===== config.mk =====
export PLATFORM = sky130hd
export DESIGN_NAME = crc_framed_stream_deframer
export DESIGN_NICKNAME = d
export VERILOG_FILES = /design/src/hw/rtl/cfsd_pkg.sv /design/src/hw/rtl/cfsd_cfg_regs.sv /design/src/hw/rtl/cfsd_in_stage.sv /design/src/hw/rtl/cfsd_engine.sv /design/src/hw/rtl/crc_framed_stream_deframer.sv
export VERILOG_INCLUDE_DIRS = /design/src /design/src/hw/rtl
export SDC_FILE = /design/constraint.sdc
export NUM_CORES = 1
export LEC_CHECK = 0
export ABC_AREA = 1
export ABC_CLOCK_PERIOD_IN_PS = 6500
export BUFFER_PORTS_ARGS = -buffer_cell sky130_fd_sc_hd__buf_2
export CAP_MARGIN = 10
export CORE_ASPECT_RATIO = 1.4
export CORE_MARGIN = 1.5
export CORE_UTILIZATION = 30
export DETAILED_ROUTE_END_ITERATION = 16
export GPL_TIMING_DRIVEN = 0
export SYNTH_ARGS = -nofsm -noshare
export SYNTH_HDL_FRONTEND = slang
export SYNTH_HIERARCHICAL = 1
export SYNTH_SLANG_ARGS = --single-unit

===== constraint.sdc =====
create_clock -name clk_i -period 6.5 [get_ports clk_i]
set_input_delay 1.3 -clock clk_i [delete_from_list [all_inputs] [get_ports clk_i]]
set_output_delay 1.3 -clock clk_i [all_outputs]
set_load 0.02 [all_outputs]

===== src/hw/rtl/assert_macros.svh =====
// Assertion helpers; clk_i and rst_ni must exist in the using module.
`ifndef ASSERT_MACROS_SVH
`define ASSERT_MACROS_SVH

`ifndef SYNTHESIS
`define ASSERT_PROP(lbl, prop) \
  lbl: assert property (@(posedge clk_i) disable iff (!rst_ni) prop) \
    else $error("assertion failed");
`define ASSERT_NEVER(lbl, expr) \
  lbl: assert property (@(posedge clk_i) disable iff (!rst_ni) !(expr)) \
    else $error("forbidden condition seen");
`else
`define ASSERT_PROP(lbl, prop)
`define ASSERT_NEVER(lbl, expr)
`endif

`endif


===== src/hw/rtl/cfsd_pkg.sv =====
package cfsd_pkg;

  localparam int unsigned HDR_BYTES = 6;
  localparam int unsigned TRL_BYTES = 4;
  localparam int unsigned WIN_BYTES = 4;

  localparam logic [31:0] CRC_ALL_ONES = 32'hffff_ffff;
  localparam logic [31:0] CRC_POLY     = 32'hedb8_8320;

  localparam logic [31:0] MAGIC_RST   = 32'h4700_0000;
  localparam logic [31:0] MAX_LEN_RST = 32'd1048576;
  localparam logic [7:0]  RSV_MASK_RST = 8'h06;

  typedef enum logic [1:0] {
    CFG_MAGIC    = 2'd0,
    CFG_MAX_LEN  = 2'd1,
    CFG_RSV_MASK = 2'd2
  } cfg_idx_e;

  typedef enum logic {
    CMD_DATA = 1'b0,
    CMD_END  = 1'b1
  } cmd_e;

  typedef enum logic {
    KIND_PAYLOAD = 1'b0,
    KIND_STATUS  = 1'b1
  } kind_e;

  typedef enum logic [2:0] {
    ST_OK       = 3'd0,
    ST_TRUNC    = 3'd1,
    ST_TOO_LONG = 3'd2,
    ST_RESERVED = 3'd3,
    ST_CRC_BAD  = 3'd4
  } status_e;

  typedef enum logic [1:0] {
    PH_HUNT,
    PH_HEADER,
    PH_PAYLOAD,
    PH_TRAILER
  } phase_e;

  typedef struct packed {
    cmd_e       cmd;
    logic [7:0] in_byte;
  } in_item_t;

  typedef struct packed {
    kind_e       kind;
    logic [7:0]  out_byte;
    status_e     status;
    logic [7:0]  frame_type;
    logic [7:0]  frame_flags;
    logic [31:0] payload_length;
  } out_item_t;

  typedef struct packed {
    logic [31:0] magic;
    logic [31:0] max_len;
    logic [7:0]  rsv_mask;
  } cfg_t;

  // Reflected CRC-32, one byte.
  function automatic logic [31:0] crc_byte(logic [31:0] crc, logic [7:0] b);
    logic [31:0] r;
    r = crc ^ {24'd0, b};
    for (int k = 0; k < 8; k++) begin
      r = r[0] ? ((r >> 1) ^ CRC_POLY) : (r >> 1);
    end
    return r;
  endfunction

endpackage


===== src/hw/rtl/cfsd_cfg_regs.sv =====
module cfsd_cfg_regs
  import cfsd_pkg::*;
(
  input  logic        clk_i,
  input  logic        rst_ni,
  input  logic        cfg_we_i,
  input  logic [1:0]  cfg_idx_i,
  input  logic [31:0] cfg_wdata_i,
  output cfg_t        cfg_o
);

  cfg_t cfg_q;

  always_ff @(posedge clk_i or negedge rst_ni) begin
    if (!rst_ni) begin
      cfg_q.magic    <= MAGIC_RST;
      cfg_q.max_len  <= MAX_LEN_RST;
      cfg_q.rsv_mask <= RSV_MASK_RST;
    end else if (cfg_we_i) begin
      case (cfg_idx_e'(cfg_idx_i))
        CFG_MAGIC:    cfg_q.magic    <= cfg_wdata_i;
        CFG_MAX_LEN:  cfg_q.max_len  <= cfg_wdata_i;
        CFG_RSV_MASK: cfg_q.rsv_mask <= cfg_wdata_i[7:0];
        default: ;
      endcase
    end
  end

  assign cfg_o = cfg_q;

endmodule


===== src/hw/rtl/cfsd_in_stage.sv =====
module cfsd_in_stage
  import cfsd_pkg::*;
(
  input  logic     clk_i,
  input  logic     rst_ni,
  input  logic     in_valid_i,
  output logic     in_ready_o,
  input  in_item_t in_data_i,
  input  logic     take_i,
  output logic     valid_o,
  output in_item_t data_o
);

  logic     valid_q;
  in_item_t data_q;

  assign in_ready_o = !valid_q || take_i;

  always_ff @(posedge clk_i or negedge rst_ni) begin
    if (!rst_ni) begin
      valid_q <= 1'b0;
    end else if (in_ready_o) begin
      valid_q <= in_valid_i;
    end
  end

  always_ff @(posedge clk_i) begin
    if (in_ready_o && in_valid_i) begin
      data_q <= in_data_i;
    end
  end

  assign valid_o = valid_q;
  assign data_o  = data_q;

endmodule


===== src/hw/rtl/cfsd_engine.sv =====
`include "assert_macros.svh"

module cfsd_engine
  import cfsd_pkg::*;
(
  input  logic      clk_i,
  input  logic      rst_ni,
  input  cfg_t      cfg_i,
  input  logic      item_valid_i,
  input  in_item_t  item_i,
  output logic      take_o,
  output logic      out_valid_o,
  input  logic      out_ready_i,
  output out_item_t out_data_o
);

  phase_e      phase_q, phase_d;
  logic [31:0] window_q, window_d;
  logic [2:0]  fill_q, fill_d;
  logic [2:0]  idx_q, idx_d;
  logic [7:0]  type_q, type_d;
  logic [7:0]  flags_q, flags_d;
  logic [31:0] len_q, len_d;
  logic [31:0] left_q, left_d;
  logic [31:0] crc_q, crc_d;
  logic [31:0] trl_q, trl_d;

  logic        out_valid_q;
  out_item_t   out_q;
  logic        res_v;
  out_item_t   res;
  logic [7:0]  b;

  function automatic out_item_t status_item(status_e st, logic [7:0] ty,
                                            logic [7:0] fl, logic [31:0] len);
    out_item_t o;
    o.kind           = KIND_STATUS;
    o.out_byte       = 8'd0;
    o.status         = st;
    o.frame_type     = ty;
    o.frame_flags    = fl;
    o.payload_length = len;
    return o;
  endfunction

  assign take_o = item_valid_i && (!out_valid_q || out_ready_i);
  assign b      = item_i.in_byte;

  always_comb begin
    phase_d  = phase_q;
    window_d = window_q;
    fill_d   = fill_q;
    idx_d    = idx_q;
    type_d   = type_q;
    flags_d  = flags_q;
    len_d    = len_q;
    left_d   = left_q;
    crc_d    = crc_q;
    trl_d    = trl_q;
    res_v    = 1'b0;
    res      = '0;
    if (take_o) begin
      if (item_i.cmd == CMD_END) begin
        window_d = '0;
        fill_d   = '0;
        if (phase_q != PH_HUNT) begin
          res_v   = 1'b1;
          res     = status_item(ST_TRUNC, type_q, flags_q, len_q);
          phase_d = PH_HUNT;
        end
      end else begin
        case (phase_q)
          PH_HEADER: begin
            crc_d = crc_byte(crc_q, b);
            if (idx_q == 3'd0) begin
              type_d = b;
            end else if (idx_q == 3'd1) begin
              flags_d = b;
            end else begin
              len_d = {len_q[23:0], b};
            end
            idx_d = idx_q + 3'd1;
            if (idx_q == 3'(HDR_BYTES - 1)) begin
              if (len_d > cfg_i.max_len) begin
                res_v    = 1'b1;
                res      = status_item(ST_TOO_LONG, type_d, flags_d, len_d);
                phase_d  = PH_HUNT;
                window_d = '0;
                fill_d   = '0;
              end else if ((flags_d & cfg_i.rsv_mask) != 8'd0) begin
                res_v    = 1'b1;
                res      = status_item(ST_RESERVED, type_d, flags_d, len_d);
                phase_d  = PH_HUNT;
                window_d = '0;
                fill_d   = '0;
              end else begin
                left_d  = len_d;
                idx_d   = '0;
                trl_d   = '0;
                phase_d = (len_d == 32'd0) ? PH_TRAILER : PH_PAYLOAD;
              end
            end
          end
          PH_PAYLOAD: begin
            crc_d        = crc_byte(crc_q, b);
            left_d       = left_q - 32'd1;
            res_v        = 1'b1;
            res.kind     = KIND_PAYLOAD;
            res.out_byte = b;
            res.status   = ST_OK;
            if (left_q == 32'd1) begin
              idx_d   = '0;
              trl_d   = '0;
              phase_d = PH_TRAILER;
            end
          end
          PH_TRAILER: begin
            trl_d = {trl_q[23:0], b};
            idx_d = idx_q + 3'd1;
            if (idx_q == 3'(TRL_BYTES - 1)) begin
              res_v    = 1'b1;
              res      = status_item(((crc_q ^ CRC_ALL_ONES) == trl_d) ? ST_OK : ST_CRC_BAD,
                                     type_q, flags_q, len_q);
              phase_d  = PH_HUNT;
              window_d = '0;
              fill_d   = '0;
            end
          end
          default: begin
            window_d = {window_q[23:0], b};
            if (fill_q < 3'(WIN_BYTES)) begin
              fill_d = fill_q + 3'd1;
            end
            if (fill_d == 3'(WIN_BYTES) && window_d == cfg_i.magic) begin
              phase_d = PH_HEADER;
              idx_d   = '0;
              type_d  = '0;
              flags_d = '0;
              len_d   = '0;
              left_d  = '0;
              trl_d   = '0;
              crc_d   = CRC_ALL_ONES;
            end
          end
        endcase
      end
    end
  end

  always_ff @(posedge clk_i or negedge rst_ni) begin
    if (!rst_ni) begin
      phase_q     <= PH_HUNT;
      fill_q      <= '0;
      idx_q       <= '0;
      left_q      <= '0;
      out_valid_q <= 1'b0;
    end else begin
      phase_q <= phase_d;
      fill_q  <= fill_d;
      idx_q   <= idx_d;
      left_q  <= left_d;
      if (take_o) begin
        out_valid_q <= res_v;
      end else if (out_ready_i) begin
        out_valid_q <= 1'b0;
      end
    end
  end

  always_ff @(posedge clk_i) begin
    window_q <= window_d;
    type_q   <= type_d;
    flags_q  <= flags_d;
    len_q    <= len_d;
    crc_q    <= crc_d;
    trl_q    <= trl_d;
    if (take_o && res_v) begin
      out_q <= res;
    end
  end

  assign out_valid_o = out_valid_q;
  assign out_data_o  = out_q;

  `ASSERT_NEVER(a_fill_range, fill_q > 3'(WIN_BYTES))
  `ASSERT_NEVER(a_payload_left, phase_q == PH_PAYLOAD && left_q == 32'd0)
  `ASSERT_NEVER(a_hdr_idx, phase_q == PH_HEADER && idx_q >= 3'(HDR_BYTES))
  `ASSERT_NEVER(a_trl_idx, phase_q == PH_TRAILER && idx_q >= 3'(TRL_BYTES))
  `ASSERT_PROP(a_payload_out, take_o && phase_q == PH_PAYLOAD |=> out_valid_q)
  `ASSERT_NEVER(a_status_byte, out_valid_q && out_q.kind == KIND_STATUS && out_q.out_byte != 8'd0)

endmodule


===== src/hw/rtl/crc_framed_stream_deframer.sv =====
// Byte-stream deframer: hunts a 4-byte magic, parses type, flags and a
// big-endian 32-bit length, forwards payload bytes and checks a reflected
// CRC-32 over header and payload against a big-endian 4-byte trailer.
// Input channel (in_valid_i/in_ready_o/in_data_i): one transaction carries
// a data byte or an end-of-stream mark. Output channel (out_valid_o/
// out_ready_i/out_data_o): payload bytes (kind 0) and one status per frame
// (kind 1). Magic and header/trailer bytes produce no output transaction.
// An accepted input passes the input register, then the result register.
// Throughput: one input byte per cycle unless a result waits untaken;
// the CRC byte update is combinational between the two registers.
// Receiver stall: the result register holds; one more input is taken into
// the input register, then in_ready_o drops until the result is taken.
// Reset: asynchronous, active low; block hunts for magic with an empty
// window, configuration returns to defaults (magic 0x47000000, max length
// 1 MiB, reserved mask 0x06). Config writes via cfg_we_i/cfg_idx_i/
// cfg_wdata_i take effect the next cycle; the user must make them while
// idle, and the block itself does not enforce this.
module crc_framed_stream_deframer
  import cfsd_pkg::*;
(
  input  logic        clk_i,
  input  logic        rst_ni,
  input  logic        cfg_we_i,
  input  logic [1:0]  cfg_idx_i,
  input  logic [31:0] cfg_wdata_i,
  input  logic        in_valid_i,
  output logic        in_ready_o,
  input  in_item_t    in_data_i,
  output logic        out_valid_o,
  input  logic        out_ready_i,
  output out_item_t   out_data_o
);

  cfg_t     cfg;
  logic     take;
  logic     item_valid;
  in_item_t item;

  cfsd_cfg_regs u_cfg (
    .clk_i       (clk_i),
    .rst_ni      (rst_ni),
    .cfg_we_i    (cfg_we_i),
    .cfg_idx_i   (cfg_idx_i),
    .cfg_wdata_i (cfg_wdata_i),
    .cfg_o       (cfg)
  );

  cfsd_in_stage u_in (
    .clk_i      (clk_i),
    .rst_ni     (rst_ni),
    .in_valid_i (in_valid_i),
    .in_ready_o (in_ready_o),
    .in_data_i  (in_data_i),
    .take_i     (take),
    .valid_o    (item_valid),
    .data_o     (item)
  );

  cfsd_engine u_eng (
    .clk_i        (clk_i),
    .rst_ni       (rst_ni),
    .cfg_i        (cfg),
    .item_valid_i (item_valid),
    .item_i       (item),
    .take_o       (take),
    .out_valid_o  (out_valid_o),
    .out_ready_i  (out_ready_i),
    .out_data_o   (out_data_o)
  );

endmodule

==> impl_results.md, run 1 <==
* Syn Area/Cell at around 8.3 sq um
* RSZ-0062 raised after global routing: false
* Total CTS buffers at 30
* Tot GR Track Use at 18.3%
* Pwr per Cell Area at about 430 nW/um^2
* Hold_buf cts at 0
* Die area at about 60,000 sq um
* Hold_ws at 0.465 ns
* Top Family by Delay on Critical Path: simple AND/OR/NAND/NOR gates
* Yosys top cell by area: edfxtp_1
* Total grt overflow at 0
* Setup bufs post-CTS at 0
* Initial antenna violation count at 1
* Vias at approximately 15k
* Area of the multi-input gates at between 7000 and 8000 sq um
* Syn nets at 2,172
* CP max stage delay at between 0.8 and 0.9 ns
* Outcome: finished clean
* Maximum Capacitance Violations at 0
* Sequential Area at about 9000 sq um
* Leading post-synthesis cells by cell area: edfxtp_1 34%, dfrtp_1 15%, nand2_1 13%, inv_1 5.4%, nor2_1 3.9%
* Routed len/inst at about 18 um
* Clk buf depth at 3
* Share of power burned in registers at 33.1%
* Clock Pin Slew Worst Setup and Hold Paths at 0.07 ns
* Root Driver: clkbuf_16
* CP startpoint kind: register
* Synth top area share at 34.2%
* Ys async rst share at 36.7%
* Latest clock arrival within the worst-skew pair at 0.59 ns
* Most instantiated cells after synthesis: 615 x nand2_1, 250 x inv_1, 197 x edfxtp_1
* Nets at approximately 2.3k
* Fillers at 5,962
* Crit-path max FO at 13
* Htree depth at 1
* Power Internal at 4.86 mW
* Cells after Synth at around 2.1k
* Die H at 287 um
* Peak VDD IR at 224 uV
* CTS tree: yes
* Crit path capture type: register
* Rows at about 100
* Combinational Power Share at 44.4%
* WL final at 54,300 um
* Port buffer count at around 110
* Layout area overhead at 15.7%
* Critical-path cell list: inv_1, ha_1, nand2_2, nand2_2, clkbuf_1, o21ai_0, inv_1, ha_1, nand2_1, nor2_1, nand2_1, nor4_1, nand3b_1, nand2_1, nand2_4, o21ai_4, buf_2, inv_1, nor2_2, buf_8
* Drt pass-1 iters at 6
* DRT antenna net count at 0
* Synth cell types at 49
* Psw at approximately 3.7 mW
* DR DRC count at 0
* Post-DP HPWL at 41,700 um
* FF+latch count, synth at between 300 and 400
* Worst hold path type: reg -> reg
* Final Slew Violations at 0
* Gpl congestion at 0.937
* Ant diodes at 0
* Arr. time, crit path at 6.20 ns
* Post-synthesis sequential area ratio at 50.7%
* WP buf/inv at 6
* Fin crit period at 5.91 ns
* Post-place setup slack at 0.645 ns
* Maximum number of pins on one net before global-route repair at 86
* Clock network fraction of total power at 22.5%
* Worst Tran Pin Value at 1.11 ns
* P_leak at ~9.3 nW
* Vias per inst at 4.93
* Sw Ratio at 43.2%
* Die width at 206 um
* Slew headroom at 26.0%
* Core area at 57,300 sq um
* DR iter-0 viols at 1,146
* Post-Syn Area at 17,300 sq um
* PostCTS Resize Cnt at 0
* Layout cells sized above 1 at 12.5%
* Number of hold violations in the final report at 0
* Worst setup margin at 0.593 ns
* Vias in the first global route at 14.7k
* Yosys warnings at 6
* Initial core utilization at 30.2%
* Setup Skew at 0.0211 ns
* Fmax at about 0.17 GHz
* Final setup violating endpoints at 0
* Clk sinks at 311
* Most common cell in the synthesized netlist: nand2_1
* First-pass GRT wire length at 83,400 um
* EDFF count, synth at 197
* Critical path data required time at 6.79 ns
* IO Count at 110
* Slowest library cell on the worst path: o21ai_0
* Synth Flop Type: edfxtp_1
* Kind of critical path: reg -> reg
* Final Cycle Share at 90.9%
worst reg2reg max path, cell delays in order (launching register included):
cell	delay (ns)
dfrtp_1	0.40
inv_1	0.08
ha_1	0.22
nand2_2	0.17
nand2_2	0.21
clkbuf_1	0.35
o21ai_0	0.87
inv_1	0.11
ha_1	0.31
nand2_1	0.06
nor2_1	0.12
nand2_1	0.10
nor4_1	0.44
nand3b_1	0.14
nand2_1	0.26
nand2_4	0.12
o21ai_4	0.36
buf_2	0.38
inv_1	0.10
nor2_2	0.56
buf_8	0.24
kinds of logic after synthesis:
family / share of synthesized area, %
AND/OR/NAND/NOR: 25.3
buffers and inverters: 8.14
flip-flops: 50.7
AO/OA/AOI/OAI: 8.72
XOR/XNOR: 3.87
adder cells (fa/ha/maj): 3.32
cell type report:
type / instances / area share [%]
timing repair buffer: 114 / 3.37
multi-input combinational: 1417 / 35.7
buffer: 88 / 2.13
sequential: 311 / 43.8
tap: 742 / 4.63
clock inverter: 20 / 1.36
inverter: 262 / 4.92
clock buffer: 36 / 4.07
per-stage QoR:
stage          TNS (ns)  std cells  total power [mW]  instance area [sq um]  utilization [%]
2_1_floorplan         0       2078              5.42                  17300                -
3_3_place_gp     -39.86       2928              6.52                  18800             32.8
3_5_place_dp          0       2934              6.61                  18900             33.1
4_1_cts               0       2990              8.58                  20000             35.0
5_1_grt               0       2990              9.16                  20000             35.0
6_report              0       2990              8.56                  20000             35.0
per-layer routing:
metal	vias up	track usage, %	part of all wire (%)
li1	7093	-	-
met1	7008	21.6	39
met2	503	33.4	51
met3	132	1.75	5.3
met4	2	7.93	4.3
met5	-	0	0.020
cells in the final DEF (no fill, tap or decap), drive strengths merged, types with 30 or more instances in the layout:
| master | n |
|---|---|
| a21oi | 66 |
| buf | 163 |
| clkbuf | 75 |
| dfrtp | 107 |
| edfxtp | 197 |
| ha | 46 |
| inv | 265 |
| nand2 | 624 |
| nand3 | 115 |
| nand4 | 59 |
| nor2 | 183 |
| o21ai | 92 |
| o22ai | 50 |
| or2 | 30 |
| xnor2 | 30 |
| xor2 | 44 |
power by group through the flow:
stage                     Combinational, mW  Sequential (mW)  Clock (mW)
after floorplan                        2.58             2.84           0
after global placement                 3.65             2.87           0
after detailed placement               3.74             2.86           0
after CTS                              3.76             2.83        1.98
after global routing                   4.24             2.87        2.05
final                                  3.81             2.83        1.93
registers in the layout (all words and copies together) (netlist names):
signal,flops
u_in/data_o,9
u_eng/type_q,8
u_eng/phase_q,2
u_eng/crc_q,32
u_eng/left_q,32
u_eng/trl_q,24
u_eng/out_data_o,60
u_cfg/cfg_o,72
u_in/valid_o,1
u_eng/window_q,24
u_eng/flags_q,8
u_eng/len_q,32
u_eng/idx_q,3
u_eng/fill_q,3
u_eng/out_valid_o,1
worst paths after layout:
path | cells past startpoint | slack, ns | end | from
setup / recovery | 20 | 0.59 | u_eng/trl_q[17]$_SDFFCE_PN0P_ | u_eng/idx_q[0]$_DFFE_PN0P_
hold / removal | 2 | 0.46 | u_cfg/cfg_o[2]$_DFFE_PN1P_ | u_cfg/cfg_o[2]$_DFFE_PN1P_
setup reg to reg | 20 | 0.59 | u_eng/trl_q[17]$_SDFFCE_PN0P_ | u_eng/idx_q[0]$_DFFE_PN0P_
hold reg to reg | 2 | 0.46 | u_cfg/cfg_o[2]$_DFFE_PN1P_ | u_cfg/cfg_o[2]$_DFFE_PN1P_
max in group asynchronous | 2 | 5.14 | u_cfg/cfg_o[1]$_DFFE_PN1P_ | rst_ni
min in group asynchronous | 1 | 0.58 | u_eng/left_q[20]$_DFFE_PN0P_ | rst_ni
(Power assumes the default switching activity.)
==> run 2: changes to the inputs <==
- BUFFER_PORTS_ARGS: -buffer_cell sky130_fd_sc_hd__buf_2 -> not set
- DONT_BUFFER_PORTS: not set -> 1
==> run 2 against run 1 <==
Cell area decreased by 2.8%. Sequential share of layout area increased by 1.2 points. Total power decreased by 0.41%. Count of clock-buffer cells in the layout increased by 3. Fmax increased by 1.9%. Sequential power increased by 2%. Clock skew increased by 0.0051 ns. Sequential cell count unchanged. First-iteration DRC count increased by 4.5%. Highest routed layer unchanged.
==> impl_results.md, run 2 (synthesis gave the netlist of run 1 again) <==
* Outcome: finished clean (unchanged)
* Initial core utilization at 30.2% (unchanged)
* IO Count at 110 (unchanged)
* Layout cells sized above 1 at 8.07% (was 12.5%)
* Fmax at 0.173 GHz (was 0.169 GHz)
* Rows at 104 (unchanged)
* DR iter-0 viols at 1,198 (was 1,146)
* Area post-placement at 18,400 sq um (was 18,900 sq um)
* Root Driver: clkbuf_16 (unchanged)
* Critical-path cell list: inv_1, ha_1, nand2_2, nand2_2, clkbuf_1, o21ai_0, inv_1, ha_1, nand2_1, nor2_1, nand2_1, nor4_1, nand2_1, nand2_1, nand2_1, nand2_4, nand2_1, buf_4, nand2_1, nand2_1, nand2_1, nand2_1, inv_4 (was inv_1, ha_1, nand2_2, nand2_2, clkbuf_1, o21ai_0, inv_1, ha_1, nand2_1, nor2_1, nand2_1, nor4_1, nand3b_1, nand2_1, nand2_4, o21ai_4, buf_2, inv_1, nor2_2, buf_8)
* Maximum Capacitance Violations at 0 (unchanged)
* Clk buf depth at 3 (unchanged)
* Worst Tran Pin Value at 1.20 ns (was 1.11 ns)
* Maximum number of pins on one net before global-route repair at 115 (was 86)
* Top Family by Delay on Critical Path: simple AND/OR/NAND/NOR gates (unchanged)
* Final setup violating endpoints at 0 (unchanged)
* Core area at 57,300 sq um (unchanged)
* Initial antenna violation count at 5 (was 1)
* Crit path capture type: register (unchanged)
* Post-DP HPWL at 41,300 um (was 41,700 um)
* Total CTS buffers at 34 (was 30)
* Kind of critical path: reg -> reg (unchanged)
* Pwr per Cell Area at 438 nW/um^2 (was 427 nW/um^2)
* DR DRC count at 0 (unchanged)
* Drt pass-1 iters at 7 (was 6)
* Hold_buf cts at 0 (unchanged)
* Slowest library cell on the worst path: o21ai_0 (unchanged)
* Tot GR Track Use at 18.4% (was 18.3%)
* RSZ-0062 raised after global routing: false (unchanged)
* P_leak at 8.86 nW (was 9.31 nW)
* Routed len/inst at 18.9 um (was 18.2 um)
* Vias in the first global route at 14.1k (was 14.7k)
* CP max stage delay at 0.87 ns (about the same)
* Fin crit period at 5.79 ns (was 5.91 ns)
* Worst hold path type: reg -> reg (unchanged)
* Die H at 287 um (unchanged)
* DRT antenna net count at 0 (unchanged)
* Final Slew Violations at 0 (unchanged)
* CTS tree: yes (unchanged)
* WL final at 54,700 um (was 54,300 um)
* CP startpoint kind: register (unchanged)
* Number of hold violations in the final report at 0 (unchanged)
* Arr. time, crit path at 5.94 ns (was 6.20 ns)
* Final Cycle Share at 89.2% (was 90.9%)
* Most used cells in the layout excluding fill and tap cells: 615 x nand2_1, 249 x inv_1, 197 x edfxtp_1 (unchanged)
* Layout area overhead at 12.5% (was 15.7%)
* First-pass GRT wire length at 83,000 um (was 83,400 um)
* Setup bufs post-CTS at 0 (unchanged)
* Critical path data required time at 6.64 ns (was 6.79 ns)
* Setup Skew at 0.0262 ns (was 0.0211 ns)
* Most frequent CP cell: nand2_1
* Vias at 14.4k (was 14.7k)
* Clock Pin Slew Worst Setup and Hold Paths at 0.06 ns (was 0.07 ns)
* Commonest non-fill, non-tap cell in the layout: nand2_1 (unchanged)
* Port buffer count at 0 (was 108)
* Peak VDD IR at 166 uV (was 224 uV)
* Die width at 206 um (unchanged)
* R2r setup slk at 0.71 ns (was 0.59 ns)
* Nets at 2,213 (was 2,318)
* Slew headroom at 19.4% (was 26.0%)
* Clk sinks at 311 (unchanged)
* Gpl congestion at 0.915 (was 0.937)
* Crit-path max FO at 60 (was 13)
* Total grt overflow at 0 (unchanged)
* WP buf/inv at 5 (was 6)
* Flip-flop count of the largest register after layout at 72 (unchanged)
* Vias per inst at 5.00 (was 4.93)
* PostCTS Resize Cnt at 0 (unchanged)
* Final instance area at 19,500 sq um (was 20,000 sq um)
* Htree depth at 2 (was 1)
* Latest clock arrival within the worst-skew pair at 0.54 ns (was 0.59 ns)
* Final core utilization at 34.0% (was 35.0%)
* Die area at 59,200 sq um (unchanged)
## run 2: cell types whose count changed in the layout (fill, tap and decap cells not counted), moves of 3 or more
cell and delta:
inv_6 +4, clkinv_1 +3, clkbuf_16 +3, buf_2 -107
inv_4 -3
## run 2: where the power goes
part | leakage, nW | switching [mW] | internal, mW
Clock | 0.522 | 0.853 | 1.10
Sequential | 3.31 | 0.334 | 2.57
Combinational | 5.02 | 2.52 | 1.15
Total | 8.86 | 3.71 | 4.82
## run 2: layer usage
metal	vias up	global-route usage, %	share of wire [%]
li1	6893	-	-
met1	6945	21.1	38
met2	477	33.0	51
met3	124	3.05	6.1
met4	6	8.06	4.3
met5	-	0	0.062
## run 2: worst min-delay path, stage by stage (launching register included)
cell	delay [ns]
dfstp_2	0.37
nand2_1	0.05
nand2_1	0.04
## run 2: worst paths after layout
check | from | end | cells past startpoint
min reg2reg | u_cfg/cfg_o[1]$_DFFE_PN1P_ | u_cfg/cfg_o[1]$_DFFE_PN1P_ | 2
min in group asynchronous | rst_ni | u_eng/left_q[29]$_DFFE_PN0P_ | 0
max | u_eng/idx_q[0]$_DFFE_PN0P_ | u_eng/out_data_o[37]$_SDFFCE_PN0P_ | 23
min | u_cfg/cfg_o[1]$_DFFE_PN1P_ | u_cfg/cfg_o[1]$_DFFE_PN1P_ | 2
max in group asynchronous | rst_ni | u_cfg/cfg_o[1]$_DFFE_PN1P_ | 0
max reg2reg | u_eng/idx_q[0]$_DFFE_PN0P_ | u_eng/out_data_o[37]$_SDFFCE_PN0P_ | 23
## run 2: final cells by class
cell class,count,area (sq um)
Timing Repair Buffer,5,100
Buffer,88,427
Inverter,262,986
Sequential cell,311,8780
Multi-Input combinational cell,1417,7160
Tap cell,742,928
Clock inverter,23,235
Clock buffer,39,870
Antenna cell,2,5.00
Fill cell,5909,37800
## run 2: stage by stage
step                std cells  hold WS (ns)  worst slack, ns  TNS [ns]  total power, mW
floorplan                2078         0.442             1.82         0             5.42
global placement         2820         0.454           -0.579    -39.92             6.47
detailed placement       2825         0.456            0.689         0             6.55
CTS                      2887         0.439            0.676         0             8.54
global route             2889         0.445            0.306         0             9.10
finish                   2889         0.465            0.705         0             8.53
